[src/rtl/ilu_pkg.sv]
`timescale 1ns / 1ps

package ilu_pkg;

    // iteration limits and tolerance
    localparam int MAX_ITER = 100;
    localparam int CONV_EPS = 1074;
    localparam int ITER_W   = $clog2(MAX_ITER + 2);

    // field and datapath widths
    localparam int PIX_W   = 25;
    localparam int FOC_W   = 24;
    localparam int CFG_W   = 64;
    localparam int IDX_W   = 3;
    localparam int Q_W     = 32;
    localparam int OPND_W  = 33;
    localparam int PROD_W  = 2 * OPND_W;
    localparam int ACC_W   = 37;
    localparam int DIV_W   = 57;
    localparam int DIV_CNT_W = $clog2(DIV_W);

    localparam logic signed [OPND_W-1:0] CONV_EPS_S = OPND_W'(CONV_EPS);
    localparam logic [FOC_W-1:0] FOCAL_RESET = FOC_W'(4096);

    // register indexes of the configuration port
    localparam logic [IDX_W-1:0] REG_FOCAL_X = 3'd0;
    localparam logic [IDX_W-1:0] REG_FOCAL_Y = 3'd1;
    localparam logic [IDX_W-1:0] REG_PP      = 3'd2;
    localparam logic [IDX_W-1:0] REG_K1      = 3'd3;
    localparam logic [IDX_W-1:0] REG_K2      = 3'd4;
    localparam logic [IDX_W-1:0] REG_K3      = 3'd5;
    localparam logic [IDX_W-1:0] REG_P1      = 3'd6;
    localparam logic [IDX_W-1:0] REG_P2      = 3'd7;

    typedef enum logic [4:0] {
        ST_IDLE, ST_NX_GO, ST_NX_WAIT, ST_NY_GO, ST_NY_WAIT,
        ST_M1, ST_M2, ST_M3, ST_M4, ST_M5, ST_M6, ST_M7, ST_M8,
        ST_M9, ST_M10, ST_M11, ST_M12, ST_M13, ST_DIV_WAIT,
        ST_M14, ST_M15, ST_M16, ST_CHECK, ST_P1, ST_P2, ST_P3, ST_DONE
    } state_t;

    typedef enum logic [3:0] {
        MUL_NONE, MUL_XX, MUL_YY, MUL_XY, MUL_P2XX, MUL_P1YY, MUL_RK3,
        MUL_P1XY, MUL_RH, MUL_P2XY, MUL_P2R, MUL_P1R, MUL_EXI, MUL_EYI,
        MUL_XF, MUL_YF
    } mul_sel_t;

    typedef enum logic [4:0] {
        WB_NONE, WB_LOAD, WB_X0, WB_Y0, WB_XXF, WB_YYF, WB_XYR, WB_DX0,
        WB_DY0, WB_H2, WB_DXA29, WB_H1, WB_DYA29, WB_RAD, WB_DXA30,
        WB_DYA30_EX, WB_INV, WB_EY, WB_NX, WB_NY, WB_STEP, WB_OUTX, WB_OUTY
    } wb_sel_t;

    typedef enum logic [1:0] {
        DIV_NONE, DIV_X, DIV_Y, DIV_RECIP
    } div_sel_t;

    typedef struct packed {
        mul_sel_t mul;
        wb_sel_t  wb;
        div_sel_t div;
    } ilu_cmd_t;

    typedef struct packed {
        logic div_busy;
        logic settled;
    } ilu_status_t;

    function automatic logic signed [Q_W-1:0] sat32(input logic signed [PROD_W-1:0] v);
        logic signed [PROD_W-1:0] hi;
        logic signed [PROD_W-1:0] lo;
        hi = PROD_W'(64'sd2147483647);
        lo = -PROD_W'(64'sd2147483648);
        if (v > hi)
            return Q_W'(hi);
        else if (v < lo)
            return Q_W'(lo);
        else
            return Q_W'(v);
    endfunction

    function automatic logic signed [PIX_W-1:0] sat25(input logic signed [PROD_W-1:0] v);
        logic signed [PROD_W-1:0] hi;
        logic signed [PROD_W-1:0] lo;
        hi = PROD_W'(64'sd16777215);
        lo = -PROD_W'(64'sd16777216);
        if (v > hi)
            return PIX_W'(hi);
        else if (v < lo)
            return PIX_W'(lo);
        else
            return PIX_W'(v);
    endfunction

endpackage

[src/rtl/ilu_ctrl.sv]
`timescale 1ns / 1ps

module ilu_ctrl (
    input  logic                 clk,
    input  logic                 rst_n,
    input  logic                 start,
    input  ilu_pkg::ilu_status_t status,
    output ilu_pkg::ilu_cmd_t    cmd,
    output logic                 busy,
    output logic                 done,
    output logic                 converged
);
    import ilu_pkg::*;

    state_t            state_reg, state_next;
    logic [ITER_W-1:0] iter_reg, iter_next;
    logic              conv_reg, conv_next;

    always_ff @(posedge clk or negedge rst_n)
    begin
        if (!rst_n)
        begin
            state_reg <= ST_IDLE;
            iter_reg  <= '0;
            conv_reg  <= 1'b0;
        end
        else
        begin
            state_reg <= state_next;
            iter_reg  <= iter_next;
            conv_reg  <= conv_next;
        end
    end

    always_comb
    begin
        state_next = state_reg;
        iter_next  = iter_reg;
        conv_next  = conv_reg;
        cmd.mul    = MUL_NONE;
        cmd.wb     = WB_NONE;
        cmd.div    = DIV_NONE;
        case (state_reg)
            ST_IDLE:
            begin
                if (start)
                begin
                    cmd.wb     = WB_LOAD;
                    iter_next  = '0;
                    state_next = ST_NX_GO;
                end
            end
            ST_NX_GO:
            begin
                cmd.div    = DIV_X;
                state_next = ST_NX_WAIT;
            end
            ST_NX_WAIT:
            begin
                cmd.wb = WB_X0;
                if (!status.div_busy)
                    state_next = ST_NY_GO;
            end
            ST_NY_GO:
            begin
                cmd.div    = DIV_Y;
                state_next = ST_NY_WAIT;
            end
            ST_NY_WAIT:
            begin
                cmd.wb = WB_Y0;
                if (!status.div_busy)
                    state_next = ST_M1;
            end
            ST_M1:  begin cmd.mul = MUL_XX;                        state_next = ST_M2;  end
            ST_M2:  begin cmd.mul = MUL_YY;   cmd.wb = WB_XXF;     state_next = ST_M3;  end
            ST_M3:  begin cmd.mul = MUL_XY;   cmd.wb = WB_YYF;     state_next = ST_M4;  end
            ST_M4:  begin cmd.mul = MUL_P2XX; cmd.wb = WB_XYR;     state_next = ST_M5;  end
            ST_M5:  begin cmd.mul = MUL_P1YY; cmd.wb = WB_DX0;     state_next = ST_M6;  end
            ST_M6:  begin cmd.mul = MUL_RK3;  cmd.wb = WB_DY0;     state_next = ST_M7;  end
            ST_M7:  begin cmd.mul = MUL_P1XY; cmd.wb = WB_H2;      state_next = ST_M8;  end
            ST_M8:  begin cmd.mul = MUL_RH;   cmd.wb = WB_DXA29;   state_next = ST_M9;  end
            ST_M9:  begin cmd.mul = MUL_P2XY; cmd.wb = WB_H1;      state_next = ST_M10; end
            ST_M10: begin cmd.mul = MUL_RH;   cmd.wb = WB_DYA29;   state_next = ST_M11; end
            ST_M11: begin cmd.mul = MUL_P2R;  cmd.wb = WB_RAD;     state_next = ST_M12; end
            ST_M12:
            begin
                cmd.mul    = MUL_P1R;
                cmd.wb     = WB_DXA30;
                cmd.div    = DIV_RECIP;
                state_next = ST_M13;
            end
            ST_M13: begin cmd.wb = WB_DYA30_EX; state_next = ST_DIV_WAIT; end
            ST_DIV_WAIT:
            begin
                cmd.wb = WB_INV;
                if (!status.div_busy)
                    state_next = ST_M14;
            end
            ST_M14: begin cmd.mul = MUL_EXI; cmd.wb = WB_EY; state_next = ST_M15; end
            ST_M15: begin cmd.mul = MUL_EYI; cmd.wb = WB_NX; state_next = ST_M16; end
            ST_M16: begin cmd.wb = WB_NY; state_next = ST_CHECK; end
            ST_CHECK:
            begin
                cmd.wb = WB_STEP;
                if (iter_reg > ITER_W'(MAX_ITER))
                begin
                    conv_next  = 1'b0;
                    state_next = ST_P1;
                end
                else
                begin
                    iter_next = iter_reg + 1'b1;
                    if (status.settled)
                    begin
                        conv_next  = 1'b1;
                        state_next = ST_P1;
                    end
                    else
                        state_next = ST_M1;
                end
            end
            ST_P1:   begin cmd.mul = MUL_XF;                    state_next = ST_P2;   end
            ST_P2:   begin cmd.mul = MUL_YF; cmd.wb = WB_OUTX;  state_next = ST_P3;   end
            ST_P3:   begin cmd.wb = WB_OUTY;                    state_next = ST_DONE; end
            ST_DONE: state_next = ST_IDLE;
            default: state_next = ST_IDLE;
        endcase
    end

    assign busy      = (state_reg != ST_IDLE);
    assign done      = (state_reg == ST_DONE);
    assign converged = conv_reg;

endmodule

[config.mk]
export PLATFORM = sky130hd
export DESIGN_NAME = ilu_ctrl
export DESIGN_NICKNAME = d
export VERILOG_FILES = /design/src/rtl/ilu_pkg.sv /design/src/rtl/ilu_ctrl.sv
export SDC_FILE = /design/constraint.sdc
export NUM_CORES = 1
export LEC_CHECK = 0
export BUFFER_PORTS_ARGS = -buffer_cell sky130_fd_sc_hd__buf_2
export CAP_MARGIN = 40
export CORE_MARGIN = 1.5
export CORE_UTILIZATION = 50
export DETAILED_ROUTE_END_ITERATION = 10
export PLACE_DENSITY_LB_ADDON = 0.2
export SLEW_MARGIN = 25
export SYNTH_ARGS = -nofsm -noshare
export SYNTH_HDL_FRONTEND = slang
export SYNTH_SLANG_ARGS = --single-unit
[constraint.sdc]
create_clock -name clk -period 1.5 [get_ports clk]
set_clock_uncertainty 0.1 [all_clocks]
set_input_delay 0.075 -clock clk [delete_from_list [all_inputs] [get_ports clk]]
set_output_delay 0.075 -clock clk [all_outputs]
set_load 0.1 [all_outputs]
==> flow_summary.rst, run 1 <==
.. list-table::
   :header-rows: 1

   * - Metric
     - Value
   * - Outcome
     - aborted with a tool error
   * - Exit stage
     - clock tree synthesis
   * - First error line in the log
     - [ERROR DPL-0038] Utilization greater than 100%, impossible to legalize
   * - Most repeated cell in the gate-level netlist after synthesis
     - nand2_1
   * - Top cells by area, synth
     - dfrtp_1 28%, a21oi_1 6.1%, o21ai_0 5.7%, nand2_1 5.3%, and3_1 3.8%
   * - Gpl congestion
     - 0.9164
   * - Ys flop type
     - dfrtp_1
   * - Die Width
     - 50.80 um
   * - Maximum number of buffers from clock root to sink
     - 2
   * - Ys async rst share
     - 1.000
   * - Number of enable flip-flop cells after synthesis
     - 0
   * - FF+latch count, synth
     - 13
   * - Total CTS buffers
     - 3
   * - Synthesized area divided by synthesized cell count
     - 7.719 um^2
   * - DIE HEIGHT
     - 50.80 um
   * - Post-synth top area share
     - 0.2848
   * - Number of standard-cell rows in the floorplan
     - 17
   * - Setup bufs post-CTS
     - 14
   * - # H-tree levels
     - 1
   * - Hold-fix buffers, CTS
     - 2
   * - Initial standard-cell utilization of the core
     - 0.5214
   * - Number of top-level pins
     - 19
   * - Root Buffer Master
     - clkbuf_4
   * - Number of buffers inserted by port buffering
     - 18
   * - Clock Sink Count
     - 13
   * - Cell area after placement
     - 0.001894 mm^2
   * - Library cells used by synthesis
     - 43
   * - Number of instances in the synthesized netlist
     - 148
   * - Most numerous cell types in the synthesized netlist
     - 16 x nand2_1, 14 x a21oi_1, 13 x dfrtp_1, 13 x o21ai_0, 11 x nor2_1
   * - Largest area contributor in the netlist
     - dfrtp_1
   * - Worst-case setup slack after placement
     - -222.0 ps
   * - Synth Net Count
     - 155
   * - Part of the Yosys area used for sequential elements
     - 0.2848
   * - Netlist area before placement
     - 0.001142 mm^2
   * - # resized after CTS
     - 40
   * - HPWL after detailed placement
     - 3345 um
   * - Warnings from Yosys
     - 0
[per-stage QoR]
stage	hold WS, ps	instances	utilization	TNS [ps]
global placement	-128.9	223	0.8646	-1415
floorplan	-320.6	148	-	-1569
detailed placement	-122.2	223	0.8646	-2831
[logic make-up after synthesis]
group	share of synthesized area
adders and majority gates	0.02190
and+or+nand+nor	0.2738
AOI/OAI and AO/OA	0.2979
DFF	0.2848
buffers and inverters	0.07119
xor gates and xnor gates	0.02301
muxes	0.02738
==> inputs of run 2 (changes only) <==
- CORE_AREA: not set -> 2 2 63 65
- CORE_MARGIN: 1.5 -> not set
- CORE_UTILIZATION: 50 -> not set
- DIE_AREA: not set -> 0 0 65 67
- PLACE_DENSITY_LB_ADDON: 0.2 -> 0.15
- clock period: 1.5 -> 2 ns (I/O delays scaled with it)
==> flow_summary.rst, run 2 <==
.. list-table::
   :header-rows: 1

   * - Metric
     - Value
   * - Area Growth Syn to Fin
     - 52.14%
   * - TritonCTS clock tree
     - done
   * - Top cells by area, synth
     - dfrtp_1 28%, a21oi_1 6.1%, o21ai_0 5.7%, nand2_1 5.3%, and3_1 3.8%
   * - DIE HEIGHT
     - 67 um (+32%)
   * - Worst skew pair latency
     - 240 ps
   * - Initial DRC count
     - 83
   * - Max transition margin
     - 0.6752
   * - Number of instances in the synthesized netlist
     - 148 (unchanged)
   * - CTS clock-pin slew for the worst setup and hold paths
     - 50 ps
   * - Number of buffers inserted by port buffering
     - 18 (unchanged)
   * - Core box area
     - 0.003606 mm^2
   * - Post-synth top area share
     - 0.2848 (unchanged)
   * - Part of the Yosys area used for sequential elements
     - 0.2848 (unchanged)
   * - Worst min path class
     - in2reg
   * - Root Buffer Master
     - clkbuf_8
   * - Number of remaining DRC errors
     - 0
   * - Most common cell after layout, fill and taps aside
     - buf_4
   * - Most frequent cells in the layout
     - 17 x buf_4, 16 x nand2_1, 16 x buf_12, 12 x a21oi_1
   * - Post-route cell area
     - 0.001738 mm^2
   * - Worst-path fanout max
     - 7
   * - Overall track demand over capacity in global routing
     - 0.1560
   * - Slowest-stage cell, CP
     - or4b_1
   * - Via density per instance
     - 5.386
   * - Min Clock Period, post-route
     - 1949 ps
   * - Vias in the first global route
     - 1,219
   * - Buffers and inverters on the worst path
     - 1
   * - Final routed wire length divided by cell count
     - 13.83 um
   * - Die Width
     - 65 um (+28%)
   * - Ratio of cells with drive above 1 in the final layout
     - 0.3667
   * - Initial standard-cell utilization of the core
     - 0.3168 (-0.2046)
   * - Global-route congestion overflow total
     - 0
   * - Adder-cell share of the synthesized area
     - 0.02191 (unchanged)
   * - Maximum number of buffers from clock root to sink
     - 2 (unchanged)
   * - Total Negative Setup Slacks
     - 0 ps
   * - Final count of pins violating max slew
     - 0
   * - Total CTS buffers
     - 3 (unchanged)
   * - Compound-Gate Fraction of Synth Area
     - 0.2979 (unchanged)
   * - Xor and xnor area share after synthesis
     - 0.02300 (unchanged)
   * - Crit path kind
     - reg2out
   * - Final setup viols
     - 0
   * - Full die area
     - 0.004355 mm^2
   * - Netlist area before placement
     - 0.001142 mm^2 (unchanged)
   * - Achievable Freq
     - 513.1 MHz
   * - Ys flop type
     - dfrtp_1
   * - FF+latch count, synth
     - 13 (unchanged)
   * - Critical Path Max Stage Delay
     - 540 ps
   * - Actual transition at the worst max-transition pin
     - 490.6 ps
   * - Gpl congestion
     - 0.8434 (-8.0%)
   * - List of cells traversed by the critical path
     - or4b_1 > o21ai_0 > a21oi_1 > o21ai_2 > buf_12
   * - Count of antenna-violating nets left after detailed routing
     - 0
   * - Vias after detailed routing
     - 1,228
   * - Synthesized area divided by synthesized cell count
     - 7.719 um^2 (unchanged)
   * - Final number of hold-violating endpoints
     - 0
   * - Number of antenna violations at the first check in global routing
     - 0
   * - Number of top-level pins
     - 19 (unchanged)
   * - First drt pass iteration count
     - 4
   * - CP Launch Type
     - register
   * - Post-synthesis mux area share
     - 0.02738 (unchanged)
   * - Main combinational cell family by area after synthesis
     - compound AO/OA/AOI/OAI gates
   * - Number of enable flip-flop cells after synthesis
     - 0 (unchanged)
   * - Number of max-cap violations
     - 0
   * - Synth Net Count
     - 155 (unchanged)
   * - Total number of nets in the final design
     - 188
   * - Pin count of the biggest net entering global routing
     - 14
   * - HPWL after detailed placement
     - 2333 um (-30%)
   * - Ys async rst share
     - 1.000 (unchanged)
   * - Clock Sink Count
     - 13 (unchanged)
   * - Setup repair after global routing missed its margin
     - true
   * - Gate family responsible for the most delay along the worst path
     - simple AND/OR/NAND/NOR gates
   * - Data arrival time of the worst path
     - 1750 ps
   * - Cell area after placement
     - 0.001614 mm^2 (-15%)
   * - Largest area contributor in the netlist
     - dfrtp_1
   * - Flip-flop count of the largest register, all copies and words added
     - 7
   * - Count of antenna diodes in the layout
     - 0
   * - Required time of the critical path
     - 1800 ps
   * - Total of fill cells in the finished design
     - 338
   * - Category of the worst setup path capture point
     - primary output
   * - # H-tree levels
     - 1 (unchanged)
   * - Number of standard-cell rows in the floorplan
     - 22 (+5)
   * - Warnings from Yosys
     - 0 (unchanged)
   * - Library cells used by synthesis
     - 43 (unchanged)
   * - Global-route wire length before repair
     - 5319 um
   * - Period Utilization, post-route
     - 0.9745
   * - Most repeated cell in the gate-level netlist after synthesis
     - nand2_1
   * - Most numerous cell types in the synthesized netlist
     - 16 x nand2_1, 14 x a21oi_1, 13 x dfrtp_1, 13 x o21ai_0, 11 x nor2_1
   * - Total wire length
     - 3154 um
   * - Simple-gate portion of the synthesized area
     - 0.2738 (unchanged)
   * - Outcome
     - finished, final reports clean
==> run 2: worst paths after layout <==
kind                            slack [ps]                startpoint                        to  cells past startpoint
max in group asynchronous             1380                     rst_n  state_reg[4]$_DFFE_PN0P_                      2
worst min register to register         410   iter_reg[5]$_DFFE_PN0P_   iter_reg[5]$_DFFE_PN0P_                      1
worst min-delay path                    60                 status[0]     converged$_DFFE_PN0P_                      3
min in group asynchronous              170                     rst_n   iter_reg[4]$_DFFE_PN0P_                      2
worst max register to register         190  state_reg[1]$_DFFE_PN0P_  state_reg[0]$_DFFE_PN0P_                      5
worst max-delay path                    50  state_reg[1]$_DFFE_PN0P_                    cmd[2]                      5
==> run 2: logic make-up (layout without fill, tap and decap cells) <==
kind of cell	after synthesis	after routing
compound gates	53	53
xor+xnor	3	3
fa+ha+maj	2	2
buf+inv	17	49
flops	13	13
mux	3	3
simple gates	57	57
==> run 2: layer usage <==
layer | part of all wire | global-route usage
met2 | 0.49 | 0.2577
met1 | 0.46 | 0.2058
met5 | 0 | 0
met3 | 0.039 | 0.03885
met4 | 0.0098 | 0.03191
==> run 2: area by class of cell <==
cell class                      instances  area [um^2]  share of cell area
Clock buffer                            4        45.04             0.02592
Inverter                                6        22.52             0.01296
Multi-Input combinational cell        118        797.0              0.4586
Sequential cell                        13        330.3              0.1901
Tap cell                               48        60.06             0.03456
Timing Repair Buffer                   39        483.0              0.2779
==> run 2: what timing repair did <==
item | 4_1_cts | 5_1_grt
hold endpoints to repair | 13 | 0
hold buffers | 1 | 0
buffers inserted | 0 | 6
gates resized for setup | 3 | 3
pin swaps | 0 | 0
endpoints found under the setup margin | 4 | 5
==> run 2: metrics by stage <==
step	setup slack, ps	std cells	util	hold slack [ps]
2_1_floorplan	-121.1	148	-	-295.6
3_3_place_gp	176.7	217	0.4476	-100.8
3_5_place_dp	106.2	217	0.4476	-97.25
4_1_cts	6.038	222	0.4639	65.55
5_1_grt	-20.29	228	0.4820	135.2
6_report	51.01	228	0.4820	56.43
==> run 2: worst min-delay path, cell delays in order <==
cell and delay (ps):
buf_2 80, a21oi_1 50, a21oi_1 110
Power of run 2 is not shown: default switching activity piles up to over one toggle a cycle in this logic, so the estimate is an artifact.
